<file path="src/rtl/tghd_pkg.sv">
`timescale 1ns / 1ps

package tghd_pkg;

    localparam int unsigned TIME_W  = 32;
    localparam int unsigned COORD_W = 10;
    localparam int unsigned MS_W    = 16;
    localparam int unsigned CFG_W   = 16;
    localparam int unsigned IN_W    = 56;
    localparam int unsigned OUT_W   = 32;

    localparam logic [MS_W-1:0]    BACK_HOLD_RST  = 16'd700;
    localparam logic [MS_W-1:0]    SHOT_HOLD_RST  = 16'd1100;
    localparam logic [COORD_W-1:0] TAP_MOVE_RST   = 10'd10;
    localparam logic [MS_W-1:0]    TAP_MAX_RST    = 16'd350;
    localparam logic [COORD_W-1:0] SWIPE_MIN_RST  = 10'd60;
    localparam logic [MS_W-1:0]    SWIPE_MAX_RST  = 16'd900;
    localparam logic [COORD_W-1:0] NAV_TOP_RST    = 10'd220;
    localparam logic [COORD_W-1:0] NAV_ZONE_RST   = 10'd107;

    typedef enum logic [2:0] {
        REG_BACK_HOLD  = 3'd0,
        REG_SHOT_HOLD  = 3'd1,
        REG_TAP_MOVE   = 3'd2,
        REG_TAP_MAX    = 3'd3,
        REG_SWIPE_MIN  = 3'd4,
        REG_SWIPE_MAX  = 3'd5,
        REG_NAV_TOP    = 3'd6,
        REG_NAV_ZONE   = 3'd7
    } cfg_idx_t;

    typedef enum logic [2:0] {
        SWIPE_NONE  = 3'd0,
        SWIPE_LEFT  = 3'd1,
        SWIPE_RIGHT = 3'd2,
        SWIPE_UP    = 3'd3,
        SWIPE_DOWN  = 3'd4
    } swipe_t;

    // touch classifier thresholds
    typedef struct packed {
        logic [COORD_W-1:0] tap_move_px;
        logic [MS_W-1:0]    tap_max_ms;
        logic [COORD_W-1:0] swipe_min_px;
        logic [MS_W-1:0]    swipe_max_ms;
        logic [COORD_W-1:0] nav_bar_top;
        logic [COORD_W-1:0] nav_zone_width;
    } touch_cfg_t;

    typedef struct packed {
        logic               nav_up;
        logic               nav_down;
        logic               narrator_tap;
        logic               tap_seen;
        logic [COORD_W-1:0] tap_x;
        logic [COORD_W-1:0] tap_y;
        swipe_t             swipe;
    } touch_ev_t;

endpackage

</file>
<file path="src/rtl/touch_gesture_and_hold_detector.sv">
`timescale 1ns / 1ps

// Touch gesture and button hold detector.
// One frame sample enters per s_tvalid/s_tready beat; exactly one result beat
// leaves on m_* for every input beat, in order.
// s_tdata carries now_ms, both button levels, touch press/release edges and
// the touch coordinates; m_tdata carries nav zone taps, hold events, the tap
// position, the swipe code and an any-event flag.
// Thresholds are written on cfg_we/cfg_addr/cfg_wdata, one register per
// write, taking effect at once; write them only while no beats are in flight.
// A sample in the input register is classified combinationally and its result
// is loaded into the output register, which drives m_tvalid. Throughput: one
// beat per cycle while the output is not stalled by m_tready, set by the
// combinational classify stage between the two registers.
// When m_tready is low the output register holds its beat, the input register
// holds one more sample, and s_tready drops once both are full.
// Reset clears the pipeline valids, all hold and touch tracking state, and
// loads the default thresholds.
module touch_gesture_and_hold_detector
(
    input  logic                        clk,
    input  logic                        rst_n,
    // now_ms[31:0], back_button_down, shot_button_down, touch_pressed,
    // touch_released, touch_x[9:0], touch_y[9:0]
    input  logic                        s_tvalid,
    output logic                        s_tready,
    input  logic [tghd_pkg::IN_W-1:0]   s_tdata,
    // nav_up, nav_down, narrator_tap, back_hold, screenshot_hold, tap_seen,
    // tap_x[9:0], tap_y[9:0], swipe[2:0], any_event, 2 zero bits
    output logic                        m_tvalid,
    input  logic                        m_tready,
    output logic [tghd_pkg::OUT_W-1:0]  m_tdata,
    input  logic                        cfg_we,
    input  logic [2:0]                  cfg_addr,
    input  logic [tghd_pkg::CFG_W-1:0]  cfg_wdata
);
    import tghd_pkg::*;

    logic              in_valid_reg;
    logic [IN_W-1:0]   in_data_reg;
    logic              out_valid_reg;
    logic [OUT_W-1:0]  out_data_reg, out_data_next;
    logic              advance, step;

    logic [MS_W-1:0]   back_hold_ms_reg;
    logic [MS_W-1:0]   shot_hold_ms_reg;
    touch_cfg_t        tcfg_reg;

    logic [TIME_W-1:0]  now_ms;
    logic               back_down, shot_down, pressed, released;
    logic [COORD_W-1:0] tx, ty;
    logic               back_ev, shot_ev, any_ev;
    touch_ev_t          tev;

    assign advance  = !out_valid_reg || m_tready;
    assign step     = in_valid_reg && advance;
    assign s_tready = !in_valid_reg || advance;
    assign m_tvalid = out_valid_reg;
    assign m_tdata  = out_data_reg;

    assign now_ms    = in_data_reg[31:0];
    assign back_down = in_data_reg[32];
    assign shot_down = in_data_reg[33];
    assign pressed   = in_data_reg[34];
    assign released  = in_data_reg[35];
    assign tx        = in_data_reg[45:36];
    assign ty        = in_data_reg[55:46];

    always_ff @(posedge clk or negedge rst_n)
    begin
        if (!rst_n)
        begin
            back_hold_ms_reg     <= BACK_HOLD_RST;
            shot_hold_ms_reg     <= SHOT_HOLD_RST;
            tcfg_reg.tap_move_px    <= TAP_MOVE_RST;
            tcfg_reg.tap_max_ms     <= TAP_MAX_RST;
            tcfg_reg.swipe_min_px   <= SWIPE_MIN_RST;
            tcfg_reg.swipe_max_ms   <= SWIPE_MAX_RST;
            tcfg_reg.nav_bar_top    <= NAV_TOP_RST;
            tcfg_reg.nav_zone_width <= NAV_ZONE_RST;
        end
        else if (cfg_we)
        begin
            case (cfg_addr)
                REG_BACK_HOLD: back_hold_ms_reg        <= cfg_wdata;
                REG_SHOT_HOLD: shot_hold_ms_reg        <= cfg_wdata;
                REG_TAP_MOVE:  tcfg_reg.tap_move_px    <= cfg_wdata[COORD_W-1:0];
                REG_TAP_MAX:   tcfg_reg.tap_max_ms     <= cfg_wdata;
                REG_SWIPE_MIN: tcfg_reg.swipe_min_px   <= cfg_wdata[COORD_W-1:0];
                REG_SWIPE_MAX: tcfg_reg.swipe_max_ms   <= cfg_wdata;
                REG_NAV_TOP:   tcfg_reg.nav_bar_top    <= cfg_wdata[COORD_W-1:0];
                REG_NAV_ZONE:  tcfg_reg.nav_zone_width <= cfg_wdata[COORD_W-1:0];
                default:       ;
            endcase
        end
    end

    tghd_hold u_back_hold
    (
        .clk      (clk),
        .rst_n    (rst_n),
        .step     (step),
        .down     (back_down),
        .now_ms   (now_ms),
        .limit_ms (back_hold_ms_reg),
        .fire     (back_ev)
    );

    tghd_hold u_shot_hold
    (
        .clk      (clk),
        .rst_n    (rst_n),
        .step     (step),
        .down     (shot_down),
        .now_ms   (now_ms),
        .limit_ms (shot_hold_ms_reg),
        .fire     (shot_ev)
    );

    tghd_touch u_touch
    (
        .clk            (clk),
        .rst_n          (rst_n),
        .step           (step),
        .cfg            (tcfg_reg),
        .now_ms         (now_ms),
        .touch_pressed  (pressed),
        .touch_released (released),
        .touch_x        (tx),
        .touch_y        (ty),
        .ev             (tev)
    );

    always_comb
    begin
        any_ev = tev.nav_up | tev.nav_down | tev.narrator_tap | back_ev | shot_ev
                 | tev.tap_seen | (tev.swipe != SWIPE_NONE);
        out_data_next = {2'b00, any_ev, tev.swipe, tev.tap_y, tev.tap_x, tev.tap_seen,
                         shot_ev, back_ev, tev.narrator_tap, tev.nav_down, tev.nav_up};
    end

    always_ff @(posedge clk or negedge rst_n)
    begin
        if (!rst_n)
        begin
            in_valid_reg  <= 1'b0;
            out_valid_reg <= 1'b0;
        end
        else
        begin
            if (s_tready)
                in_valid_reg <= s_tvalid;
            if (advance)
                out_valid_reg <= in_valid_reg;
        end
    end

    always_ff @(posedge clk)
    begin
        if (s_tready && s_tvalid)
            in_data_reg <= s_tdata;
        if (step)
            out_data_reg <= out_data_next;
    end

endmodule

</file>
<file path="src/rtl/tghd_hold.sv">
`timescale 1ns / 1ps

module tghd_hold
(
    input  logic                        clk,
    input  logic                        rst_n,
    input  logic                        step,
    input  logic                        down,
    input  logic [tghd_pkg::TIME_W-1:0] now_ms,
    input  logic [tghd_pkg::MS_W-1:0]   limit_ms,
    output logic                        fire
);
    import tghd_pkg::*;

    logic              started_reg, started_next;
    logic              fired_reg, fired_next;
    logic [TIME_W-1:0] t0_reg, t0_next;
    logic [TIME_W-1:0] dt;

    always_comb
    begin
        fire         = 1'b0;
        started_next = 1'b0;
        fired_next   = 1'b0;
        t0_next      = '0;
        dt           = '0;
        if (down)
        begin
            started_next = 1'b1;
            t0_next      = started_reg ? t0_reg : now_ms;
            // wraps modulo 2^32
            dt           = now_ms - t0_next;
            fire         = !fired_reg && (dt >= {{(TIME_W-MS_W){1'b0}}, limit_ms});
            fired_next   = fired_reg | fire;
        end
    end

    always_ff @(posedge clk or negedge rst_n)
    begin
        if (!rst_n)
        begin
            started_reg <= 1'b0;
            fired_reg   <= 1'b0;
            t0_reg      <= '0;
        end
        else if (step)
        begin
            started_reg <= started_next;
            fired_reg   <= fired_next;
            t0_reg      <= t0_next;
        end
    end

endmodule

</file>
<file path="src/rtl/tghd_touch.sv">
`timescale 1ns / 1ps

module tghd_touch
(
    input  logic                         clk,
    input  logic                         rst_n,
    input  logic                         step,
    input  tghd_pkg::touch_cfg_t         cfg,
    input  logic [tghd_pkg::TIME_W-1:0]  now_ms,
    input  logic                         touch_pressed,
    input  logic                         touch_released,
    input  logic [tghd_pkg::COORD_W-1:0] touch_x,
    input  logic [tghd_pkg::COORD_W-1:0] touch_y,
    output tghd_pkg::touch_ev_t          ev
);
    import tghd_pkg::*;

    logic               active_reg, active_next;
    logic [COORD_W-1:0] sx_reg, sx_next;
    logic [COORD_W-1:0] sy_reg, sy_next;
    logic [TIME_W-1:0]  st_reg, st_next;

    logic [TIME_W-1:0]  dt;
    logic [COORD_W-1:0] adx, ady;
    logic               x_neg, y_neg;
    logic [COORD_W:0]   adx2, ady2, zone2;
    logic               is_tap, is_hswipe, is_vswipe;

    always_comb
    begin
        // press is handled before release in the same beat
        active_next = active_reg | touch_pressed;
        sx_next     = touch_pressed ? touch_x : sx_reg;
        sy_next     = touch_pressed ? touch_y : sy_reg;
        st_next     = touch_pressed ? now_ms  : st_reg;

        dt    = now_ms - st_next;
        x_neg = touch_x < sx_next;
        y_neg = touch_y < sy_next;
        adx   = x_neg ? (sx_next - touch_x) : (touch_x - sx_next);
        ady   = y_neg ? (sy_next - touch_y) : (touch_y - sy_next);
        adx2  = {adx, 1'b0};
        ady2  = {ady, 1'b0};
        zone2 = {cfg.nav_zone_width, 1'b0};

        is_tap    = (dt <= {{(TIME_W-MS_W){1'b0}}, cfg.tap_max_ms})
                    && (adx <= cfg.tap_move_px) && (ady <= cfg.tap_move_px);
        is_hswipe = (dt <= {{(TIME_W-MS_W){1'b0}}, cfg.swipe_max_ms})
                    && (adx >= cfg.swipe_min_px) && ({1'b0, adx} > ady2);
        is_vswipe = (dt <= {{(TIME_W-MS_W){1'b0}}, cfg.swipe_max_ms})
                    && (ady >= cfg.swipe_min_px) && ({1'b0, ady} > adx2);

        ev = '0;
        ev.swipe = SWIPE_NONE;
        if (active_next && touch_released)
        begin
            active_next = 1'b0;
            if (is_tap)
            begin
                if (touch_y >= cfg.nav_bar_top)
                begin
                    if (touch_x < cfg.nav_zone_width)
                        ev.nav_up = 1'b1;
                    else if ({1'b0, touch_x} >= zone2)
                        ev.nav_down = 1'b1;
                    else
                        ev.narrator_tap = 1'b1;
                end
                else
                begin
                    ev.tap_seen = 1'b1;
                    ev.tap_x    = touch_x;
                    ev.tap_y    = touch_y;
                end
            end
            else if (is_hswipe)
                ev.swipe = x_neg ? SWIPE_LEFT : SWIPE_RIGHT;
            else if (is_vswipe)
                ev.swipe = y_neg ? SWIPE_UP : SWIPE_DOWN;
        end
    end

    always_ff @(posedge clk or negedge rst_n)
    begin
        if (!rst_n)
        begin
            active_reg <= 1'b0;
            sx_reg     <= '0;
            sy_reg     <= '0;
            st_reg     <= '0;
        end
        else if (step)
        begin
            active_reg <= active_next;
            sx_reg     <= sx_next;
            sy_reg     <= sy_next;
            st_reg     <= st_next;
        end
    end

endmodule
</file>
<file path="config.mk">
export PLATFORM = sky130hd
export DESIGN_NAME = touch_gesture_and_hold_detector
export DESIGN_NICKNAME = d
export VERILOG_FILES = /design/src/rtl/tghd_pkg.sv /design/src/rtl/touch_gesture_and_hold_detector.sv /design/src/rtl/tghd_hold.sv /design/src/rtl/tghd_touch.sv
export SDC_FILE = /design/constraint.sdc
export NUM_CORES = 1
export LEC_CHECK = 0
export ABC_AREA = 1
export BUFFER_PORTS_ARGS = -buffer_cell sky130_fd_sc_hd__clkbuf_2
export CAP_MARGIN = 20
export CORE_MARGIN = 2
export CORE_UTILIZATION = 30
export DETAILED_ROUTE_END_ITERATION = 7
export GPL_TIMING_DRIVEN = 1
export SLEW_MARGIN = 10
export SYNTH_ARGS = -nofsm -noshare
export SYNTH_HDL_FRONTEND = slang
export SYNTH_SLANG_ARGS = --single-unit
export TNS_END_PERCENT = 5
</file>
<file path="constraint.sdc">
create_clock -name clk -period 4.5 [get_ports clk]
set_input_delay 0.9 -clock clk [delete_from_list [all_inputs] [get_ports clk]]
set_output_delay 0.9 -clock clk [all_outputs]
set_load 0.02 [all_outputs]
</file>
==> results.md, run 1 <==
Run status
• **failing checks** negative setup slack
• **run status** finished with violations

Drt
• **router iterations before antenna repair** 5
• **number of remaining DRC errors** 0
• **number of vias after detailed routing** 22300
• **detailed router's first-iteration violation count** 1685
• **number of nets with antenna violations after routing** 0
• **detail-routed net length per standard cell** 15.6 um
• **routed wire length** 73.6 mm
• **average via count per standard cell** 4.72

Flow run
• **number of max-capacitance violations reported** 0

Timing
• **Max Slew Vio Count** 0
• **post-route fraction of the period consumed by the critical path** 102%
• **minimum period implied by the final worst setup slack** 4.57 ns
• **Hold Vio Cnt, Final** 0
• **smallest setup slack after layout** -0.0715 ns
• **Least-Margin Pin Slew** 1.02 ns
• **Worst slew margin** 32.0%
• **RSZ-0062 raised after global routing** yes
• **achievable clock frequency** 219 MHz
• **final-report setup violation count** 21
• **Final Skew** 0.0220 ns

CTS
• **number of buffers created by CTS** 38
• **CTS Root Cell** sky130_fd_sc_hd__clkbuf_16
• **Hold Buf Count CTS** 0
• **CTS HTree Levels** 2
• **Clock transition at path regs** 0.06 ns
• **TritonCTS clock tree** yes
• **clock net sink count** 313
• **worst skew pair latency** 0.57 ns
• **CTS max path bufs** 3

Synthesis
• **top cells by area in the synthesized netlist** sky130_fd_sc_hd__dfrtp_1 (20%), sky130_fd_sc_hd__nand2_1 (15%), sky130_fd_sc_hd__ha_1 (14%), sky130_fd_sc_hd__edfxtp_1 (11%), sky130_fd_sc_hd__inv_1 (8.9%)
• **part of the Yosys area used for sequential elements** 34.0%
• **synthesized netlist cell count** 3370
• **primary flip-flop cell chosen by synthesis mapping** sky130_fd_sc_hd__dfrtp_1
• **most used standard cells in the synthesized netlist** sky130_fd_sc_hd__nand2_1 (979), sky130_fd_sc_hd__inv_1 (578), sky130_fd_sc_hd__o21ai_0 (302), sky130_fd_sc_hd__ha_1 (282), sky130_fd_sc_hd__nor2_1 (203)
• **post-synthesis register bit count** 313
• **area share of the largest cell type after synthesis** 19.6%
• **number of enable flip-flop cells after synthesis** 86
• **Async SR Flop Fraction** 72.5%
• **post-synthesis cell type count** 52
• **most area-hungry cell type in the Yosys netlist** sky130_fd_sc_hd__dfrtp_1
• **library cell with the highest instance count after synthesis** sky130_fd_sc_hd__nand2_1
• **Post-Syn Area** 0.0244 mm^2
• **Yosys warnings** 0
• **synthesized area per cell** 7.25 um^2

Placed design
• **dpl cell area** 0.0274 mm^2
• **input/output buffers** 111
• **detailed placer's ending HPWL** 57.6 mm
• **routability congestion estimate** 0.935

Floorplanning
• **initial cell density of the core** 30.3%
• **die area** 0.0837 mm^2
• **io pins** 114
• **floorplan row count** 104
• **chip height** 289 um
• **core area** 0.0805 mm^2
• **die span in x** 289 um

Finish
• **max FFs per register** 72
• **cell area after layout** 0.0291 mm^2
• **# diodes** 0
• **Nets** 4001
• **fraction of layout instances using a drive strength above 1** 13.3%
• **Area Overhead vs Synth** 19.2%

Global routing
• **maximum number of pins on one net before global-route repair** 84
• **number of global-route vias before repair** 21500
• **GRT Overall Usage** 17.4%
• **leftover overflow at the end of global routing** 0
• **first-pass GRT wire length** 115 mm
• **number of antenna violations at the first check in global routing** 5

Worst setup path
• **kind of launch point of the worst setup path** flop
• **worst setup path class** flop to flop
• **signal arrival time at the worst endpoint** 5.01 ns
• **largest fanout on the critical path** 18
• **CP endpoint kind** flop
• **data required time at the worst endpoint** 4.94 ns

Power and ir drop
• **overall power after layout** 16500 uW
• **Power Density** 567 mW/mm^2
• **maximum VDD drop** 0.000248 V
• **static power due to leakage** 0.0150 uW

Hold path
• **Hold Path Class** input port to asynchronous set/reset pin

## per-stage QoR
stage | instances | utilization, % | setup TNS (ns) | setup slack, ns | hold WS (ns)
after CTS | 4705 | 35.6 | -0.501 | -0.0415 | 0.354
final | 4720 | 36.2 | -1.13 | -0.0715 | 0.338
after floorplan | 3371 | - | 0 | 0.0451 | 0.437
after global placement | 4635 | 34.0 | -0.229 | -0.0197 | 0.453
after global routing | 4720 | 36.2 | -9.67 | -0.402 | 0.380
after detailed placement | 4635 | 34.0 | -2.27 | -0.118 | 0.462
## repair_timing
item | CTS | global route
pin swaps | 2 | 28
setup endpoints to repair | 27 | 29
buffers inserted | 2 | 10
cloned | 0 | 5
gates resized for setup | 11 | 82
## final cells by class
cell class,instances,area (um^2)
fillers,8408,51400
multi-input cells,2405,13900
flip-flops and latches,313,8310
inverters,582,2190
repair buffers,292,2090
well taps,1060,1330
clock buffers,44,1020
clock inverters,24,273
## cells by family after synthesis
kind of cell,share of synthesized area (%)
buf+inv,10.1
flops,34.0
mux,1.52
other cells,0.0154
xor+xnor,2.22
compound gates,13.3
simple gates,23.8
fa+ha+maj,15.0
## routing by layer
metal | global-route usage [%] | part of all wire, % | wire [um] | up-vias
met5 | 0 | 0 | 0 | -
met4 | 4.14 | 2.3 | 1720 | 0
met3 | 2.06 | 4.3 | 3200 | 87
met2 | 29.2 | 46 | 33700 | 389
met1 | 23.8 | 47 | 34900 | 10400
li1 | - | - | - | 11500
## path summary, 6_finish.rpt
| kind | startpoint | endpoint | slack [ns] | cells past startpoint |
|---|---|---|---|---|
| hold reg to reg | in_data_reg[35] | u_touch.active_reg | 0.46 | 1 |
| setup reg to reg | in_data_reg[34] | m_tdata[16] | -0.07 | 27 |
| min in group clk | in_data_reg[35] | u_touch.active_reg | 0.46 | 1 |
| max in group asynchronous | rst_n | u_touch.st_reg[21] | 3.20 | 2 |
| setup / recovery | in_data_reg[34] | m_tdata[16] | -0.07 | 27 |
| hold / removal | rst_n | tcfg_reg[4] | 0.34 | 1 |
## critical path, cell delays in order (launching register included)
cell and delay, ns:
sky130_fd_sc_hd__edfxtp_1 0.40, sky130_fd_sc_hd__buf_4 0.16, sky130_fd_sc_hd__buf_12 0.15, sky130_fd_sc_hd__buf_16 0.17, sky130_fd_sc_hd__o21ai_0 0.31, sky130_fd_sc_hd__inv_1 0.10
sky130_fd_sc_hd__fa_1 0.45, sky130_fd_sc_hd__inv_2 0.09, sky130_fd_sc_hd__nand3_1 0.07, sky130_fd_sc_hd__nand3_1 0.12, sky130_fd_sc_hd__nand2_1 0.09, sky130_fd_sc_hd__nand2_2 0.07
sky130_fd_sc_hd__nand2_1 0.05, sky130_fd_sc_hd__nand2_1 0.09, sky130_fd_sc_hd__xor2_1 0.08, sky130_fd_sc_hd__buf_4 0.15, sky130_fd_sc_hd__ha_1 0.28, sky130_fd_sc_hd__nand3_1 0.10
sky130_fd_sc_hd__nor3_2 0.21, sky130_fd_sc_hd__nand4_1 0.10, sky130_fd_sc_hd__nand2_1 0.14, sky130_fd_sc_hd__nand2_1 0.11, sky130_fd_sc_hd__nor2_2 0.22, sky130_fd_sc_hd__nand4_4 0.19
sky130_fd_sc_hd__nor2_4 0.19, sky130_fd_sc_hd__inv_4 0.08, sky130_fd_sc_hd__clkbuf_16 0.17, sky130_fd_sc_hd__nor2_4 0.07
## cell usage in the layout, fill, tap and decap left out, types with 8 or more instances in the layout
cell / Yosys / layout
sky130_fd_sc_hd__nor2_1: 203 / 199
sky130_fd_sc_hd__o21ai_0: 302 / 275
sky130_fd_sc_hd__buf_4: 2 / 166
sky130_fd_sc_hd__nand4_1: 36 / 36
sky130_fd_sc_hd__clkbuf_2: 0 / 110
sky130_fd_sc_hd__o21bai_1: 16 / 16
sky130_fd_sc_hd__mux2i_1: 36 / 33
sky130_fd_sc_hd__nand2_1: 979 / 977
sky130_fd_sc_hd__xor2_1: 57 / 54
sky130_fd_sc_hd__dfrtp_1: 191 / 190
sky130_fd_sc_hd__inv_1: 578 / 571
sky130_fd_sc_hd__clkinvlp_4: 0 / 8
sky130_fd_sc_hd__dfstp_2: 36 / 36
sky130_fd_sc_hd__o21ai_1: 0 / 16
sky130_fd_sc_hd__a21oi_1: 166 / 160
sky130_fd_sc_hd__o211ai_1: 8 / 8
sky130_fd_sc_hd__nand3b_1: 14 / 14
sky130_fd_sc_hd__clkbuf_16: 0 / 44
sky130_fd_sc_hd__edfxtp_1: 86 / 86
sky130_fd_sc_hd__ha_1: 282 / 277
sky130_fd_sc_hd__nor2_2: 20 / 21
sky130_fd_sc_hd__nand3_1: 108 / 107
sky130_fd_sc_hd__inv_2: 4 / 9
sky130_fd_sc_hd__o22ai_1: 65 / 65
sky130_fd_sc_hd__o21ai_2: 0 / 10
sky130_fd_sc_hd__nor3_1: 24 / 22
## power by group
group          switching [uW]  leakage (uW)  internal, uW
sequential                371       0.00364          3590
combinational            5630        0.0108          3710
clock                    1330      0.000608          1880
Power figures use the tool's default switching activity.
==> inputs of run 2 (changes only) <==
--- a/config.mk
+++ b/config.mk
@@ -5,10 +5,9 @@
 export SDC_FILE = /design/constraint.sdc
 export NUM_CORES = 1
 export LEC_CHECK = 0
-export ABC_AREA = 1
+export ABC_AREA = 0
 export BUFFER_PORTS_ARGS = -buffer_cell sky130_fd_sc_hd__clkbuf_2
 export CAP_MARGIN = 20
-export CORE_MARGIN = 2
 export CORE_UTILIZATION = 30
 export DETAILED_ROUTE_END_ITERATION = 7
 export GPL_TIMING_DRIVEN = 1
==> run 2 against run 1 <==
Effect of this change: the run still ends with negative setup slack left; cell count decreased by 13%; critical endpoint is now m_tdata[6]; maximum frequency shrank 11%; routed wire length decreased by 2.1%; clock skew increased by 0.0092 ns; worst hold slack worse by 0.00051 ns; sequential share of layout area down 1.2 points; combinational power is 23% lower.
==> results.md, run 2 <==
Floorplanning
• **chip height** 282 um, -2.5%
• **die span in x** 282 um, -2.5%
• **die area** 0.0796 mm^2, -4.9%
• **initial cell density of the core** 30.4%, about the same
• **core area** 0.0776 mm^2, -3.7%
• **floorplan row count** 102, -1.9%
• **io pins** 114, unchanged

Worst setup path
• **data required time at the worst endpoint** 4.91 ns, -0.03 ns
• **kind of launch point of the worst setup path** flop
• **signal arrival time at the worst endpoint** 5.54 ns, +0.53 ns
• **Crit Reg-Reg Startpoint** in_data_reg[34]
• **CP endpoint kind** flop
• **crit path buf inv count** 4, -4
• **most frequent cell on the critical path** sky130_fd_sc_hd__a21o_1
• **critical path startpoint** in_data_reg[34]
• **crit-path leading delay family** compound AO/OA/AOI/OAI gates
• **worst setup path class** flop to flop
• **largest fanout on the critical path** 16, -2
• **slowest stage cell, crit path** sky130_fd_sc_hd__edfxtp_1
• **delay of the slowest cell on the worst path** 0.41 ns, -0.04 ns

CTS
• **CTS Root Cell** sky130_fd_sc_hd__clkbuf_16
• **clock net sink count** 313, unchanged
• **Hold Buf Count CTS** 0, unchanged
• **worst skew pair latency** 0.59 ns, +0.02 ns
• **CTS HTree Levels** 2, unchanged
• **Clock transition at path regs** 0.05 ns, about the same
• **number of buffers created by CTS** 41, +7.9%
• **TritonCTS clock tree** yes
• **CTS max path bufs** 3, unchanged

Synthesis
• **part of the Yosys area used for sequential elements** 35.3%, +1.3 points
• **synthesized netlist cell count** 2509, -26%
• **synthesized area per cell** 9.39 um^2, +30%
• **post-synthesis cell type count** 97, +87%
• **most area-hungry cell type in the Yosys netlist** sky130_fd_sc_hd__dfrtp_1
• **library cell with the highest instance count after synthesis** sky130_fd_sc_hd__ha_1
• **most used standard cells in the synthesized netlist** sky130_fd_sc_hd__ha_1 (282), sky130_fd_sc_hd__nand2_1 (211), sky130_fd_sc_hd__inv_1 (200), sky130_fd_sc_hd__dfrtp_1 (191), sky130_fd_sc_hd__o21ai_0 (183)
• **post-synthesis register bit count** 313, unchanged
• **primary flip-flop cell chosen by synthesis mapping** sky130_fd_sc_hd__dfrtp_1
• **top cells by area in the synthesized netlist** sky130_fd_sc_hd__dfrtp_1 (20%), sky130_fd_sc_hd__ha_1 (15%), sky130_fd_sc_hd__edfxtp_1 (11%), sky130_fd_sc_hd__mux2i_1 (5.2%), sky130_fd_sc_hd__dfstp_2 (4.0%)
• **area share of the largest cell type after synthesis** 20.3%, +0.72 points
• **Async SR Flop Fraction** 72.5%, unchanged
• **Yosys warnings** 0, unchanged
• **Post-Syn Area** 0.0236 mm^2, -3.6%
• **number of enable flip-flop cells after synthesis** 86, unchanged

Global routing
• **leftover overflow at the end of global routing** 0, unchanged
• **maximum number of pins on one net before global-route repair** 230, +170%
• **number of global-route vias before repair** 20300, -5.9%
• **number of antenna violations at the first check in global routing** 7, +2
• **GRT Overall Usage** 18.0%, +0.62 points
• **first-pass GRT wire length** 112 mm, -2.8%

Placed design
• **detailed placer's ending HPWL** 55.9 mm, -2.8%
• **routability congestion estimate** 0.922, -1.4%
• **input/output buffers** 111, unchanged
• **dpl cell area** 0.0285 mm^2, +4.0%

Power and ir drop
• **static power due to leakage** 0.0142 uW, -5.2%
• **maximum VDD drop** 0.000310 V, +25%
• **Power Density** 474 mW/mm^2, -16%

Timing
• **final-report setup violation count** 31, +48%
• **minimum period implied by the final worst setup slack** 5.13 ns, +0.558 ns
• **smallest setup slack after layout** -0.630 ns, -0.558 ns
• **Hold Vio Cnt, Final** 0, unchanged
• **post-route fraction of the period consumed by the critical path** 114%, +12 points
• **Worst slew margin** 25.5%, -6.5 points
• **Least-Margin Pin Slew** 1.12 ns, +0.0998 ns
• **Final Skew** 0.0312 ns, +0.00923 ns
• **Max Slew Vio Count** 0, unchanged
• **achievable clock frequency** 195 MHz, -11%
• **RSZ-0062 raised after global routing** yes

Drt
• **number of vias after detailed routing** 20400, -8.7%
• **detailed router's first-iteration violation count** 1096, -35%
• **detail-routed net length per standard cell** 17.6 um, +13%
• **router iterations before antenna repair** 5, unchanged
• **number of remaining DRC errors** 0, unchanged
• **routed wire length** 72.1 mm, -2.1%
• **average via count per standard cell** 4.97, +5.3%
• **number of nets with antenna violations after routing** 0, unchanged

Finish
• **number of fill cells** 7823, -7.0%
• **cell area after layout** 0.0305 mm^2, +4.6%
• **Finished Core Util** 39.3%, +3.1 points
• **top library cells by usage in the layout, fill and taps aside** sky130_fd_sc_hd__buf_4 (451), sky130_fd_sc_hd__ha_1 (278), sky130_fd_sc_hd__nand2_1 (210)
• **Area Overhead vs Synth** 29.3%
• **Nets** 3387, -15%
• **most common library cell in the layout ignoring fill and taps** sky130_fd_sc_hd__buf_4
• **max FFs per register** 72, unchanged
• **fraction of layout instances using a drive strength above 1** 28.6%, +15 points

Hold path
• **Hold Path Class** input port to asynchronous set/reset pin

Run status
• **failing checks** negative setup slack
• **run status** finished with violations

Flow run
• **number of max-capacitance violations reported** 0, unchanged

[run 2: cell count changes after synthesis, moves of 47 or more]
cell                      change
sky130_fd_sc_hd__mux2_2      +66
sky130_fd_sc_hd__mux2i_1     +87
sky130_fd_sc_hd__o22ai_1     -58
sky130_fd_sc_hd__nand3_1     -62
sky130_fd_sc_hd__nand2_1    -768
sky130_fd_sc_hd__xnor2_1     +47
sky130_fd_sc_hd__o21ai_0    -119
sky130_fd_sc_hd__a22o_1      +62
sky130_fd_sc_hd__a21o_1      +62
sky130_fd_sc_hd__nor2_1      -66
sky130_fd_sc_hd__inv_1      -378
[run 2: metal layers]
| layer | up-vias | GRT usage (%) | wire, um |
|---|---|---|---|
| met3 | 106 | 2.92 | 3110 |
| met5 | - | 0 | 13 |
| li1 | 10100 | - | - |
| met4 | 2 | 5.71 | 1930 |
| met2 | 373 | 30.5 | 33600 |
| met1 | 9723 | 23.4 | 33400 |
[run 2: final cells by class]
class	instances	area, um^2	area share (%)
timing repair buffer	576	4180	13.7
clock inverter	20	248	0.813
antenna	1	2.50	0.00822
tap	1040	1300	4.27
inverter	200	751	2.46
clock buffer	56	1210	3.96
multi-input combinational	1886	14500	47.5
sequential	313	8310	27.3
[run 2: logic make-up after synthesis]
family | after synthesis | synth area share [%]
compound gates | 688 | 19.3
xor+xnor | 83 | 3.09
fa+ha+maj | 289 | 15.6
buf+inv | 311 | 5.12
flops | 313 | 35.3
mux | 190 | 8.43
other cells | 1 | 0.0159
simple gates | 634 | 13.2
[run 2: worst paths after layout]
kind	endpoint	slack, ns	cells past startpoint
max	m_tdata[6]	-0.63	26
min	u_touch.sy_reg[5]	0.34	1
max reg2reg	m_tdata[6]	-0.63	26
min reg2reg	u_back_hold.t0_reg[0]	0.47	2
max in group asynchronous	shot_hold_ms_reg[10]	3.18	2
min in group clk	u_back_hold.t0_reg[0]	0.47	2
[run 2: worst reg2reg max path, delay by kind of cell, from the launching register on]
kind | cells | cell delay (ns)
xor+xnor | 1 | 0.10
fa+ha+maj | 3 | 0.81
flops | 1 | 0.41
buf+inv | 4 | 0.43
mux | 2 | 0.37
compound gates | 13 | 2.19
simple gates | 3 | 0.67
[run 2: power breakdown]
part           leakage (uW)  internal, uW  switching (uW)
clock              0.000703          2170            1370
combinational       0.00993          3470            3720
sequential          0.00361          3440             268
total                0.0142          9080            5350
[run 2: timing repair]
| action | CTS | global route |
|---|---|---|
| endpoints found under the setup margin | 32 | 32 |
| gates cloned | 0 | 1 |
| buffers inserted | 6 | 6 |
| gates resized for setup | 43 | 63 |
| pin swaps | 11 | 28 |
[run 2: through the flow]
| step | hold WS (ns) | setup slack [ns] | cells | TNS [ns] | total power, uW |
|---|---|---|---|---|---|
| finish | 0.338 | -0.630 | 4092 | -16.94 | 14400 |
| global route | 0.413 | -0.873 | 4091 | -24.20 | 15500 |
| CTS | 0.378 | -0.611 | 4083 | -17.02 | 14400 |
| detailed placement | 0.458 | -0.862 | 4001 | -24.07 | 10700 |
| global placement | 0.455 | -0.936 | 4001 | -21.76 | 10600 |
| floorplan | 0.420 | -0.644 | 2510 | -15.84 | 8000 |
